===== src/rtl/core/flqs_pkg.sv =====
// flqs_pkg: shared widths, root kind codes and transaction types of the
// focal length quadratic solver. No dependencies.
`default_nettype none

package flqs_pkg;

	// default number of fraction bits of the inputs
	localparam int FRAC_BITS_DEF = 30;

	// signed width of coefficients and partial products
	localparam int QW = 34;
	localparam int PW = 2 * QW;

	// square root chain: radicand, remainder and root widths
	localparam int XW  = 64;
	localparam int SRW = 36;
	localparam int SQW = XW / 2;

	// divider chain: magnitude width, quotient width, fraction bits
	localparam int DW  = 40;
	localparam int DQW = 64;
	localparam int DFW = 32;

	// root kind codes
	localparam logic [1:0] KIND_COMPLEX  = 2'd0;
	localparam logic [1:0] KIND_DOUBLE   = 2'd1;
	localparam logic [1:0] KIND_DISTINCT = 2'd2;

	typedef logic signed [QW-1:0] q_t;

	typedef struct packed {
		logic        [30:0] sing_first;
		logic        [30:0] sing_second;
		logic signed [31:0] u_row3_col1;
		logic signed [31:0] u_row3_col2;
		logic signed [31:0] v_row3_col1;
		logic signed [31:0] v_row3_col2;
	} in_t;

	typedef struct packed {
		logic [31:0] focal_length;
		logic [1:0]  root_kind;
		logic        valid_res;
	} out_t;

endpackage

`default_nettype wire


===== src/rtl/core/flqs_sqrt_cell.sv =====
// flqs_sqrt_cell: one digit of a floor integer square root, registered.
// Depends on flqs_pkg for the radicand, remainder and root widths.
`default_nettype none

module flqs_sqrt_cell #(
	parameter int TW = 1
) (
	input  logic                     clk,
	input  logic                     arst_n,
	input  logic                     en,
	input  logic                     vld,
	input  logic [flqs_pkg::SRW-1:0] rem,
	input  logic [flqs_pkg::SQW-1:0] root,
	input  logic [flqs_pkg::XW-1:0]  rad,
	input  logic [TW-1:0]            tag,
	output logic                     vld_fwd,
	output logic [flqs_pkg::SRW-1:0] rem_fwd,
	output logic [flqs_pkg::SQW-1:0] root_fwd,
	output logic [flqs_pkg::XW-1:0]  rad_fwd,
	output logic [TW-1:0]            tag_fwd
);
	import flqs_pkg::*;

	logic [SRW-1:0] part;
	logic [SRW-1:0] trial;
	logic           ge;
	logic           vld_q;
	logic [SRW-1:0] rem_q;
	logic [SQW-1:0] root_q;
	logic [XW-1:0]  rad_q;
	logic [TW-1:0]  tag_q;

	// bring down two radicand bits and try the next root bit
	always_comb begin
		part  = {rem[SRW-3:0], rad[XW-1:XW-2]};
		trial = {{(SRW-SQW-2){1'b0}}, root, 2'b01};
		ge    = part >= trial;
	end

	// valid bit
	always_ff @(posedge clk or negedge arst_n) begin
		if (!arst_n) begin
			vld_q <= 1'b0;
		end else if (en) begin
			vld_q <= vld;
		end
	end

	// digit state
	always_ff @(posedge clk) begin
		if (en) begin
			rem_q  <= ge ? part - trial : part;
			root_q <= {root[SQW-2:0], ge};
			rad_q  <= {rad[XW-3:0], 2'b00};
			tag_q  <= tag;
		end
	end

	assign vld_fwd  = vld_q;
	assign rem_fwd  = rem_q;
	assign root_fwd = root_q;
	assign rad_fwd  = rad_q;
	assign tag_fwd  = tag_q;

endmodule

`default_nettype wire


===== config.mk =====
export PLATFORM = sky130hd
export DESIGN_NAME = flqs_sqrt_cell
export DESIGN_NICKNAME = d
export VERILOG_FILES = /design/src/rtl/core/flqs_pkg.sv /design/src/rtl/core/flqs_sqrt_cell.sv
export SDC_FILE = /design/constraint.sdc
export NUM_CORES = 1
export LEC_CHECK = 0
export BUFFER_PORTS_ARGS = -buffer_cell sky130_fd_sc_hd__buf_2
export CORE_AREA = 2 2 141 143
export CTS_BUF_LIST = sky130_fd_sc_hd__clkbuf_16
export CTS_CLUSTER_DIAMETER = 30
export DETAILED_ROUTE_END_ITERATION = 16
export DIE_AREA = 0 0 143 145
export HOLD_SLACK_MARGIN = 0.06
export PLACE_DENSITY_LB_ADDON = 0.3
export SYNTH_ARGS = -nofsm -noshare
export SYNTH_HDL_FRONTEND = slang
export SYNTH_SLANG_ARGS = --single-unit

===== constraint.sdc =====
create_clock -name clk -period 1 [get_ports clk]
set_input_delay 0.2 -clock clk [delete_from_list [all_inputs] [get_ports clk]]
set_output_delay 0.2 -clock clk [all_outputs]
set_load 0.01 [all_outputs]

After elaboration in Yosys (flattened, before gate mapping). Index checks and enable logic that the tools add are counted.

Bits in registers: 132. Bits of input ports: 137. Output and inout bits: 134. Logic and storage cells: 8.

Add/subtract/negate cells: 1. Order comparisons: 1. Muxes and demuxes: 1.

Operators by type and width (number): greater-or-equal comparator 36 x 34 -> 1 bit (1); 2-to-1 mux 36 bit (1); subtractor 36 x 34 -> 36 bit (1).

Logic depth before layout (Yosys ltp).
Depth in word-level cells: 2. Mapped depth: 12. Mapped depth without buffers: 10.

Worst setup path after synthesis. No wires, ideal clock.

Path type: input to register. Start point: input port root[18] in the netlist's numbering. End point: register rem_q[11] (netlist: rem_fwd[11]), data pin. Setup time: 260 ps. Arrival time: 2116 ps. Required time: 740 ps. Slack: -1376 ps. Stages: 11. Path buffers: 2. Path through: inv_1 ha_1 buf_2 nand4_1 nor4_4 nand2_1 nor3_2 nor3b_2 a21oi_4 buf_6 mux2_4.

Cells in the longest elaborated chain, start to end: 2.

RTL lines: start: declaration (line flqs_sqrt_cell.sv:13) `input logic [flqs_pkg::SQW-1:0] root,`; greater-or-equal comparator 36 x 34 -> 1 bit (line flqs_sqrt_cell.sv:37) `ge = part >= trial;`; 2-to-1 mux 36 bit (line flqs_sqrt_cell.sv:52) `rem_q <= ge ? part - trial : part;`; end signal: assignment (line flqs_sqrt_cell.sv:52); end: declaration (line flqs_sqrt_cell.sv:28) `logic [SRW-1:0] rem_q;`.

No other way between the ends. A chain may end at the register's enable or synchronous reset.

Worst setup path in the final report.
Start point: input port rem[24] in the netlist's numbering. End point: register rem_q[7] (netlist: rem_fwd[7]), data pin.

Cells in the longest elaborated chain, start to end: 2.

RTL lines: start: declaration (line flqs_sqrt_cell.sv:12) `input logic [flqs_pkg::SRW-1:0] rem,`; greater-or-equal comparator 36 x 34 -> 1 bit (line flqs_sqrt_cell.sv:37); 2-to-1 mux 36 bit (line flqs_sqrt_cell.sv:52).

No other way between the ends.

==> reports/metrics.yaml <==
power:
  finalPower_mw: 18.4
  p_leak_nw: 5.20
  p_per_area_mw_per_mm2: 1530
  ir_drop_mv: 1.14
synth:
  synth-seq-cells: 132
  ys_seq_area_frac: 0.594
  async_reset_ff_frac: 0.00758
  synth_warnings: 0
  syn_avg_cell_area_um2: 12.5
  syn_area_mm2: 0.00666
  synth_cell_types: 66
  synth_top_area_frac: 0.591
  synth_largest_area_cell: "edfxtp_1"
  synth_edf_count: 131
  synth.area.top_cells: "edfxtp_1 (59%), ha_1 (6.4%), a21oi_1 (3.8%)"
  ys.flop_type: "edfxtp_1"
  syn_inst: 532
floorplanning:
  core_mm2: 0.0192
  die_x_um: 143
  rows: 51
  die_area_mm2: 0.0207
  io_pins: 271
  fp.dieH_um: 145
  initial_utilization: 0.347
final_layout:
  final_layout_size_suffix_gt1_frac: 0.575
  syn_to_final_growth_pct: 81.0
  area.sequential_mm2: 0.00396
  postLayoutCoreUtil: 0.628
  nFillCells: 1493
  nets: 1223
  multi_input_area_mm2: 0.00317
sta:
  maxSlewViolCount: 0
  finalSetupViolCount: 169
  rsz0062_at_grt: "yes"
  layout_setup_ws_ps: -1160
  finalCriticalPeriod_ps: 2160
  finClkSkew_ps: 0
  post-route-period-util: 2.16
  hold_violations: 0
  fmax_ghz: 0.463
setup_path:
  critPathMaxFanout: 7
  endpoint: "rem_fwd[7]"
  cp_data_arrival_time_ps: 2320
  r2r_start: "vld_fwd"
  r2r_setup_slack_ps: 260
  crit_type: "in -> reg"
  critPathRequiredTime_ps: 1160
  end_kind: "flip-flop"
  worst_r2r_endpoint: "vld_fwd"
  ff2ff_path_depth: 1
  cp-startpoint: "rem[24]"
  start_kind: "primary input"
clocking:
  clockBufferDepth: 2
  clock_sink_count: 132
  clock_latency_ps: 420
  cts_tree: "built"
  cts-root-buf: "clkbuf_16"
  cts_buffers: 17
  htreeDepth: 4
  cts.clk_slew.worst_paths_ps: 60
grt:
  grt_pass1_vias: 6618
  grt_start_max_net_pins: 51
  grt_antenna_before_repair: 4
  overflow: 0
  grt_pass1_wl_um: 32800
  grtUsageTotal: 0.203
route:
  wl_per_cell_um: 16.2
  drc: 0
  via_count: 6173
  wl_um: 21600
  first_pass_iters: 4
  antenna_left: 0
  drt_first_iter_violations: 249
  vias_per_cell: 4.63
placed_design:
  portBuffers: 266
  dp_hpwl_um: 14400
  dp_slack_ps: -1710
  place.gp.congestion: 0.860
outcome:
  status: "finished, violations left"
  violations: "negative setup slack"
hold_path:
  min_path_type: "in -> async"
flow_run:
  cap_violations: 0
Yosys cell counts (all sizes together) (3+ instances only):
cell,n
xor2,14
mux2,11
nor3,10
a31oi,3
o21ai,26
buf,19
ha,34
nand2,32
nand2b,5
clkbuf,4
o21a,6
nand4,11
a21o,7
nand3,9
and3,4
xnor2,19
o211ai,5
edfxtp,131
inv,39
a21oi,60
nor2b,4
nor2,40
o2111ai,3
and2,3
o21bai,6
critical path, cell delays in order:
cell,delay [ps]
buf_8,100
ha_4,260
buf_6,90
nand4_1,180
nor4_4,280
buf_4,180
o2111ai_2,120
and2_4,180
a21oi_4,230
buf_12,190
mux2_4,310
worst min-delay path by stage:
stage	end	slack (ps)	depth (start not counted)
CTS	vld_fwd	90	2
global placement	vld_fwd	-20	1
floorplan	vld_fwd	-100	0
detailed placement	vld_fwd	-20	1
global route	vld_fwd	110	2
finish	vld_fwd	100	2
stage by stage:
stage,std cells,hold slack [ps],cell area (µm²),setup TNS (ps)
after global placement,1180,-19.0,9460,-58530
after detailed placement,1180,-18.0,9460,-59400
after floorplan,533,-95.6,6830,-43890
after CTS,1327,92.2,11700,-59240
final,1334,98.5,12100,-56040
after global routing,1332,105,12100,-63810
power breakdown:
group	switching (mW)	internal [mW]
Clock	2.64	3.75
Sequential	0.147	6.79
Combinational	2.40	2.71
cells by family after synthesis:
kind of cell | share of synthesized area
AOI/OAI and AO/OA | 0.132
DFF | 0.594
and+or+nand+nor | 0.0990
buffers and inverters | 0.0426
adders and majority gates | 0.0639
xor gates and xnor gates | 0.0445
muxes | 0.0225
other | 0.000563
what timing repair did:
action | 4_1_cts | 5_1_grt
gates resized for setup | 118 | 74
pin swaps | 11 | 32
hold endpoints to repair | 96 | 0
hold buffers | 96 | 0
setup buffers | 17 | 6
setup endpoints to repair | 169 | 169
cloned | 2 | 0
per-layer routing:
metal | vias up | share of wire | global-route usage
met5 | - | 0.00074 | 0
met3 | 28 | 0.053 | 0.0403
met4 | 2 | 0.016 | 0.0752
met1 | 2921 | 0.39 | 0.225
met2 | 207 | 0.54 | 0.378
li1 | 3015 | - | -
cell type report:
| cell class | count | share of cell area |
|---|---|---|
| antenna | 4 | 0.000830 |
| tap | 265 | 0.0275 |
| clock inverter | 15 | 0.0142 |
| sequential | 132 | 0.328 |
| multi-input combinational | 339 | 0.263 |
| timing repair buffer | 523 | 0.317 |
| clock buffer | 17 | 0.0353 |
| inverter | 39 | 0.0142 |
sequential cells by signal, summed over array words and instances, names as in the netlist:
name,count
rem_fwd,36
rad_fwd,62
tag_fwd,1
vld_fwd,1
root_fwd,32
placed cells by master, fill, tap and decap left out, types with 6 or more instances in the layout:
cell / instances
nand2_1: 25
inv_2: 7
xor2_1: 13
buf_12: 9
nor2_1: 13
o21ai_1: 8
o21ai_0: 15
clkbuf_16: 17
mux2_4: 9
edfxtp_1: 131
buf_4: 135
ha_4: 25
a21oi_2: 29
nor2_2: 18
buf_8: 9
dlygate4sd3_1: 96
a21o_1: 7
inv_1: 27
buf_6: 26
xnor2_1: 17
nand4_1: 10
ha_1: 9
o21bai_1: 6
nor2_4: 9
buf_2: 248
nand3_1: 7
a21oi_1: 29
inv_6: 6
No activity file was read; power rests on OpenSTA's default activity.
