[config.mk]
export PLATFORM = sky130hd
export DESIGN_NAME = flqs_div_cell
export DESIGN_NICKNAME = d
export VERILOG_FILES = /design/src/rtl/core/flqs_pkg.sv /design/src/rtl/core/flqs_div_cell.sv
export SDC_FILE = /design/constraint.sdc
export NUM_CORES = 1
export LEC_CHECK = 0
export ABC_AREA = 1
export BUFFER_PORTS_ARGS = -buffer_cell sky130_fd_sc_hd__buf_2
export CAP_MARGIN = 25
export CORE_AREA = 4 4 163 165
export CTS_CLUSTER_SIZE = 30
export DETAILED_ROUTE_END_ITERATION = 7
export DIE_AREA = 0 0 167 169
export PLACE_DENSITY_LB_ADDON = 0.25
export RECOVER_POWER = 100
export SYNTH_ARGS = -nofsm -noshare
export SYNTH_HDL_FRONTEND = slang
export SYNTH_SLANG_ARGS = --single-unit
[constraint.sdc]
create_clock -name clk -period 0.8 [get_ports clk]
set_input_delay 0.16 -clock clk [delete_from_list [all_inputs] [get_ports clk]]
set_output_delay 0.16 -clock clk [all_outputs]
set_load 0.02 [all_outputs]
[src/rtl/core/flqs_pkg.sv]
// flqs_pkg: shared widths, root kind codes and transaction types of the
// focal length quadratic solver. No dependencies.
`default_nettype none

package flqs_pkg;

	// default number of fraction bits of the inputs
	localparam int FRAC_BITS_DEF = 30;

	// signed width of coefficients and partial products
	localparam int QW = 34;
	localparam int PW = 2 * QW;

	// square root chain: radicand, remainder and root widths
	localparam int XW  = 64;
	localparam int SRW = 36;
	localparam int SQW = XW / 2;

	// divider chain: magnitude width, quotient width, fraction bits
	localparam int DW  = 40;
	localparam int DQW = 64;
	localparam int DFW = 32;

	// root kind codes
	localparam logic [1:0] KIND_COMPLEX  = 2'd0;
	localparam logic [1:0] KIND_DOUBLE   = 2'd1;
	localparam logic [1:0] KIND_DISTINCT = 2'd2;

	typedef logic signed [QW-1:0] q_t;

	typedef struct packed {
		logic        [30:0] sing_first;
		logic        [30:0] sing_second;
		logic signed [31:0] u_row3_col1;
		logic signed [31:0] u_row3_col2;
		logic signed [31:0] v_row3_col1;
		logic signed [31:0] v_row3_col2;
	} in_t;

	typedef struct packed {
		logic [31:0] focal_length;
		logic [1:0]  root_kind;
		logic        valid_res;
	} out_t;

endpackage

`default_nettype wire

[src/rtl/core/flqs_div_cell.sv]
// flqs_div_cell: one quotient bit of a restoring unsigned divider, registered.
// Depends on flqs_pkg for the magnitude and quotient widths.
`default_nettype none

module flqs_div_cell #(
	parameter int TW = 1
) (
	input  logic                     clk,
	input  logic                     arst_n,
	input  logic                     en,
	input  logic                     vld,
	input  logic [flqs_pkg::DW-1:0]  rem,
	input  logic [flqs_pkg::DW-1:0]  ud,
	input  logic [flqs_pkg::DQW-1:0] num,
	input  logic [flqs_pkg::DQW-1:0] quo,
	input  logic [TW-1:0]            tag,
	output logic                     vld_fwd,
	output logic [flqs_pkg::DW-1:0]  rem_fwd,
	output logic [flqs_pkg::DW-1:0]  ud_fwd,
	output logic [flqs_pkg::DQW-1:0] num_fwd,
	output logic [flqs_pkg::DQW-1:0] quo_fwd,
	output logic [TW-1:0]            tag_fwd
);
	import flqs_pkg::*;

	logic [DW:0]    part;
	logic [DW:0]    diff;
	logic           ge;
	logic           vld_q;
	logic [DW-1:0]  rem_q;
	logic [DW-1:0]  ud_q;
	logic [DQW-1:0] num_q;
	logic [DQW-1:0] quo_q;
	logic [TW-1:0]  tag_q;

	// shift in one numerator bit and subtract the divisor if it fits
	always_comb begin
		part = {rem, num[DQW-1]};
		diff = part - {1'b0, ud};
		ge   = part >= {1'b0, ud};
	end

	// valid bit
	always_ff @(posedge clk or negedge arst_n) begin
		if (!arst_n) begin
			vld_q <= 1'b0;
		end else if (en) begin
			vld_q <= vld;
		end
	end

	// partial remainder and quotient
	always_ff @(posedge clk) begin
		if (en) begin
			rem_q <= ge ? diff[DW-1:0] : part[DW-1:0];
			ud_q  <= ud;
			num_q <= {num[DQW-2:0], 1'b0};
			quo_q <= {quo[DQW-2:0], ge};
			tag_q <= tag;
		end
	end

	assign vld_fwd = vld_q;
	assign rem_fwd = rem_q;
	assign ud_fwd  = ud_q;
	assign num_fwd = num_q;
	assign quo_fwd = quo_q;
	assign tag_fwd = tag_q;

endmodule

`default_nettype wire

### After elaboration in Yosys (flattened, before gate mapping)

Index checks and enable logic that the tools add are counted.
Widths: inputs -> output; s select.

| storage, ports and cells | value |
|---|---|
| register bits | 209 |
| input bits | 213 |
| output and inout bits | 210 |
| word-level logic and storage cells | 9 |

| cells by class | value |
|---|---|
| add/sub/neg operators | 1 |
| $lt $le $gt $ge | 1 |
| mux-type cells | 1 |

Operator list:

| kind | count |
|---|---|
| $ge 41x40->1 | 1 |
| $mux 40 | 1 |
| $sub 40x40->40 | 1 |

### Logic depth before layout (Yosys ltp)

| depth | value |
|---|---|
| word-level depth | 2 |
| depth in mapped cells | 15 |
| depth with buffers taken out | 15 |

### Least setup slack after synthesis

Ideal clock, no wire load.

| path | value |
|---|---|
| path type | input to register |
| from | input num[63] in the netlist's numbering |
| to | register rem_q[32], in the netlist rem_fwd[32] (data pin) |
| setup time | 0.253 ns |
| arrival time | 1.617 ns |
| required time | 0.547 ns |
| setup slack | -1.070 ns |
| stages on the path | 15 |
| buffers on the path | 0 |
| path through | inv_1 ha_1 fa_1 inv_1 nand3_1 nand3_1 nand2_1 nand2_1 nand2_1 nand2_1 nand2_1 nand2_1 nand2_1 nand3_1 nand2_1 |

| between the ends | value |
|---|---|
| longest elaborated chain between the ends | 2 |
| elaborated cells on any way between the ends | 3 |
| classes of those cells | add/sub (1); order compare (1); mux (1) |

RTL lines:

| what | line | text |
|---|---|---|
| from (decl) | flqs_div_cell.sv:14 | `input logic [flqs_pkg::DQW-1:0] num,` |
| $sub 40x40->40 / $ge 41x40->1 (equally long branches) | flqs_div_cell.sv:39, flqs_div_cell.sv:40 |  |
| $mux 40 * | flqs_div_cell.sv:55 | `rem_q <= ge ? diff[DW-1:0] : part[DW-1:0];` |
| to (signal assigned) | flqs_div_cell.sv:55 |  |
| to (decl) | flqs_div_cell.sv:30 | `logic [DW-1:0] rem_q;` |

Every way passes the cells marked *; elsewhere a longest branch is shown, timed or not.
A chain may end at the register's enable or synchronous reset.

### Worst setup path in the final report

| path | value |
|---|---|
| from | input ud[38] in the netlist's numbering |
| to | register rem_q[38], in the netlist rem_fwd[38] (data pin) |

| between the ends | value |
|---|---|
| longest elaborated chain between the ends | 2 |
| elaborated cells on any way between the ends | 3 |
| classes of those cells | add/sub (1); order compare (1); mux (1) |

RTL lines:

| what | line | text |
|---|---|---|
| from (decl) | flqs_div_cell.sv:13 | `input logic [flqs_pkg::DW-1:0] ud,` |
| $sub 40x40->40 / $ge 41x40->1 (equally long branches) | flqs_div_cell.sv:39, flqs_div_cell.sv:40 |  |
| $mux 40 * | flqs_div_cell.sv:55 |  |

Marks and branches as above.

==> results.toml <==
[detailed_routing]
drcViolationCount = 0
wire_per_inst_um = 20.75
vias = 10900
drt_iter0_drc = 771
firstDrtPassIters = 6
drt-total-wl_um = 45730
avgViaCountPerCell = 4.944
ant_nets = 0

[logic_synthesis]
synth.most_common_cell = "nand2_1"
syn_inst = 1026
synth_edf_count = 208
synth_flop_cell = "edfxtp_1"
synth-seq-cells = 209
synthDistinctLibCells = 33
syn_avg_cell_area_um2 = 10.03
synth_warnings = 0
synth_nets = 1280
yosys-top-cells-area = "edfxtp_1, nand2_1, inv_1"
ys_top_cells_by_count = "nand2_1, edfxtp_1, inv_1"
synth_top_cell_area_share_pct = 60.70
synth_area_mm2 = 0.01029
ys_seq_area_share_pct = 60.94
ys_async_sr_fraction_pct = 0.4785
synth_top_area_cell = "edfxtp_1"

[setup_path]
critPathKind = "in2reg"
crit_family = "simple AND/OR/NAND/NOR gates"
critPathRequiredTime_ps = 1060
crit_arrival_ps = 1760
cp_max_fo = 8
rr_worst_depth = 1
cp_slowest_stage_delay_ps = 200
rr_startpoint = "vld_fwd$_DFFE_PN0P_"
start_kind = "input pin"
crit_chain = "buf_2, inv_2, ha_4, inv_2, o21bai_2, nand2_1, nand2_2, a21oi_4, nand2_2, nor2_4, nand2_8, buf_12, nand3_2, nand2_1"
r2r-end = "vld_fwd$_DFFE_PN0P_"
cp_slowest_cell = "ha_4"
crit_buf_inv = 4
rrSetupSlack_ps = 10
cp-end-kind = "register"

[timing]
finalCritPeriodShare_pct = 187.6
layout_setup_ws_ps = -700.6
period_needed_ps = 1501
clock.fmax_mhz = 666.4
holdWs_ps = 38.82
setup_viol = 260
final-hold-violation-count = 0
finalMaxSlewViolations = 0
rsz0062_at_grt = "true"
fin_skew_ps = 0
worstMarginPinSlew_ps = 584.5
maxSlewHeadroom_pct = 61.03

[floorplan]
die_area_mm2 = 0.02822
std_cell_rows = 58
die_y_um = 169
die_w_um = 167
coreArea_mm2 = 0.02504
ios = 423
start_util_pct = 41.10

[grt]
antenna_found_initial = 6
grt_pass1_wl_um = 60400
grt_pass1_vias = 10690
grt_max_degree = 28
gr-total-overflow = 0
grt_usage_pct = 27.34

[clocking]
cts_root_buf = "clkbuf_16"
clkTransAtPathRegs_ps = 60
cts_buffers = 24
clk_path_buf_depth = 3
cts_num_sinks = 209
cts_tree = "built"
insertion_delay_ps = 520
h-tree-depth = 1

[hold_path]
hold_path_class = "in2reg"
hold_end = "rem_fwd[34]$_DFFE_PP_"
hold_path_depth = 4
min-delay-start = "rem[33]"

[finish]
fin_util_pct = 78.79
drive_gt1_share_pct = 52.22
syn2layout_area_growth_pct = 91.70
design_area_mm2 = 0.01973
nNetsFinal = 2105
layoutNonFillerInstCount = 2204

[pwr]
vdd_drop_max_mv = 1.535
power.internal_mw = 25.31
seq_power_share_pct = 38.4
leakagePower_nw = 9.149
switchingPower_mw = 10.72
clkPwrFrac_pct = 31.0
combPwrFrac_pct = 30.6
p_sw_share_pct = 29.75
power.total_mw = 36.03
powerDensity_mw_per_mm2 = 1827

[flow_run]
cap_violations = 0

[placement]
dp.cells = 1937
dpl_cell_area_mm2 = 0.01478
port_buffers = 420
gp_congestion = 0.9100
dp_hpwl_um = 28660

[outcome]
violations = "setup timing"
status = "complete, but fails checks"
==> through the flow <==
| stage | setup TNS (ps) | setup slack, ps |
|---|---|---|
| 3_3_place_gp | -80990 | -1341 |
| 6_report | -115560 | -700.6 |
| 2_1_floorplan | -35350 | -901.0 |
| 4_1_cts | -113480 | -631.3 |
| 3_5_place_dp | -81510 | -1327 |
| 5_1_grt | -129250 | -791.9 |
==> worst min-delay path: stages <==
cell and delay (ps):
buf_6 80, buf_4 100, nand3_2 50, nand2_1 60
==> cells in the final DEF, fill, tap and decap left out, types with 8 or more instances in the layout <==
cell type and instances:
nand3_2 51, buf_12 8, buf_6 188, inv_2 48
nand2_1 243, nor2_4 19, inv_1 117, dlygate4sd3_1 186
nand2_4 23, a21oi_4 12, nand3_1 33, nor2_2 19
nand2_2 68, nor2_1 42, ha_4 40, buf_2 233
buf_4 180, clkbuf_16 29, edfxtp_1 208, a21oi_2 11
xor2_1 19
==> registers in the layout, summed over array words and instances, names as in the netlist <==
signal,cells
tag_fwd,1
vld_fwd,1
rem_fwd,40
ud_fwd,40
quo_fwd,64
num_fwd,63
==> routing by layer <==
metal | up-vias | routed length (um) | global-route usage (%)
met3 | 112 | 2988 | 5.325
met2 | 493 | 24490 | 50.76
met5 | - | 0 | 0
met1 | 5275 | 16360 | 31.03
met4 | 0 | 1883 | 10.53
li1 | 5016 | - | -
==> worst max path at each step <==
| stage | slack, ps | endpoint | depth (start not counted) | startpoint |
|---|---|---|---|---|
| floorplan | -900 | rem_fwd[24]$_DFFE_PP_ | 15 | num[63] |
| global route | -790 | rem_fwd[38]$_DFFE_PP_ | 14 | ud[38] |
| detailed placement | -1330 | rem_fwd[38]$_DFFE_PP_ | 12 | ud[34] |
| global placement | -1340 | rem_fwd[36]$_DFFE_PP_ | 13 | rem[31] |
| finish | -700 | rem_fwd[38]$_DFFE_PP_ | 14 | ud[38] |
| CTS | -630 | rem_fwd[27]$_DFFE_PP_ | 12 | ud[21] |
==> cells by family after synthesis <==
| logic type | after synthesis | share of synthesized area (%) |
|---|---|---|
| adders and majority gates | 41 | 5.058 |
| AOI/OAI and AO/OA | 46 | 2.420 |
| and+or+nand+nor | 520 | 22.09 |
| muxes | 1 | 0.1094 |
| xor gates and xnor gates | 22 | 1.873 |
| buffers and inverters | 186 | 7.466 |
| DFF | 209 | 60.94 |
| other | 1 | 0.03644 |
==> area by class of cell <==
| class | count | area [um2] |
|---|---|---|
| Antenna cell | 7 | 17.52 |
| Timing Repair Buffer | 812 | 6873 |
| Clock buffer | 28 | 636.9 |
| Inverter | 173 | 674.4 |
| Multi-Input combinational cell | 631 | 4690 |
| Clock inverter | 14 | 148.9 |
| Fill cell | 1516 | 5311 |
| Sequential cell | 209 | 6272 |
| Tap cell | 330 | 412.9 |
==> power by group through the flow <==
stage               combinational [mW]  sequential, mW  clock (mW)
floorplan                         2.79            15.1           0
global placement                  7.82            13.7           0
detailed placement                7.91            13.7           0
CTS                               9.11            13.5        11.2
global route                      11.7            13.9        11.9
finish                            11.0            13.8        11.2
==> what timing repair did <==
action,CTS,global route
resized for setup,130,499
endpoints found under the hold margin,184,1
endpoints found under the setup margin,250,251
gates cloned,1,5
buffers inserted,6,20
pin swaps,11,58
hold buffers,185,1
No activity file was read; power rests on OpenSTA's default activity.
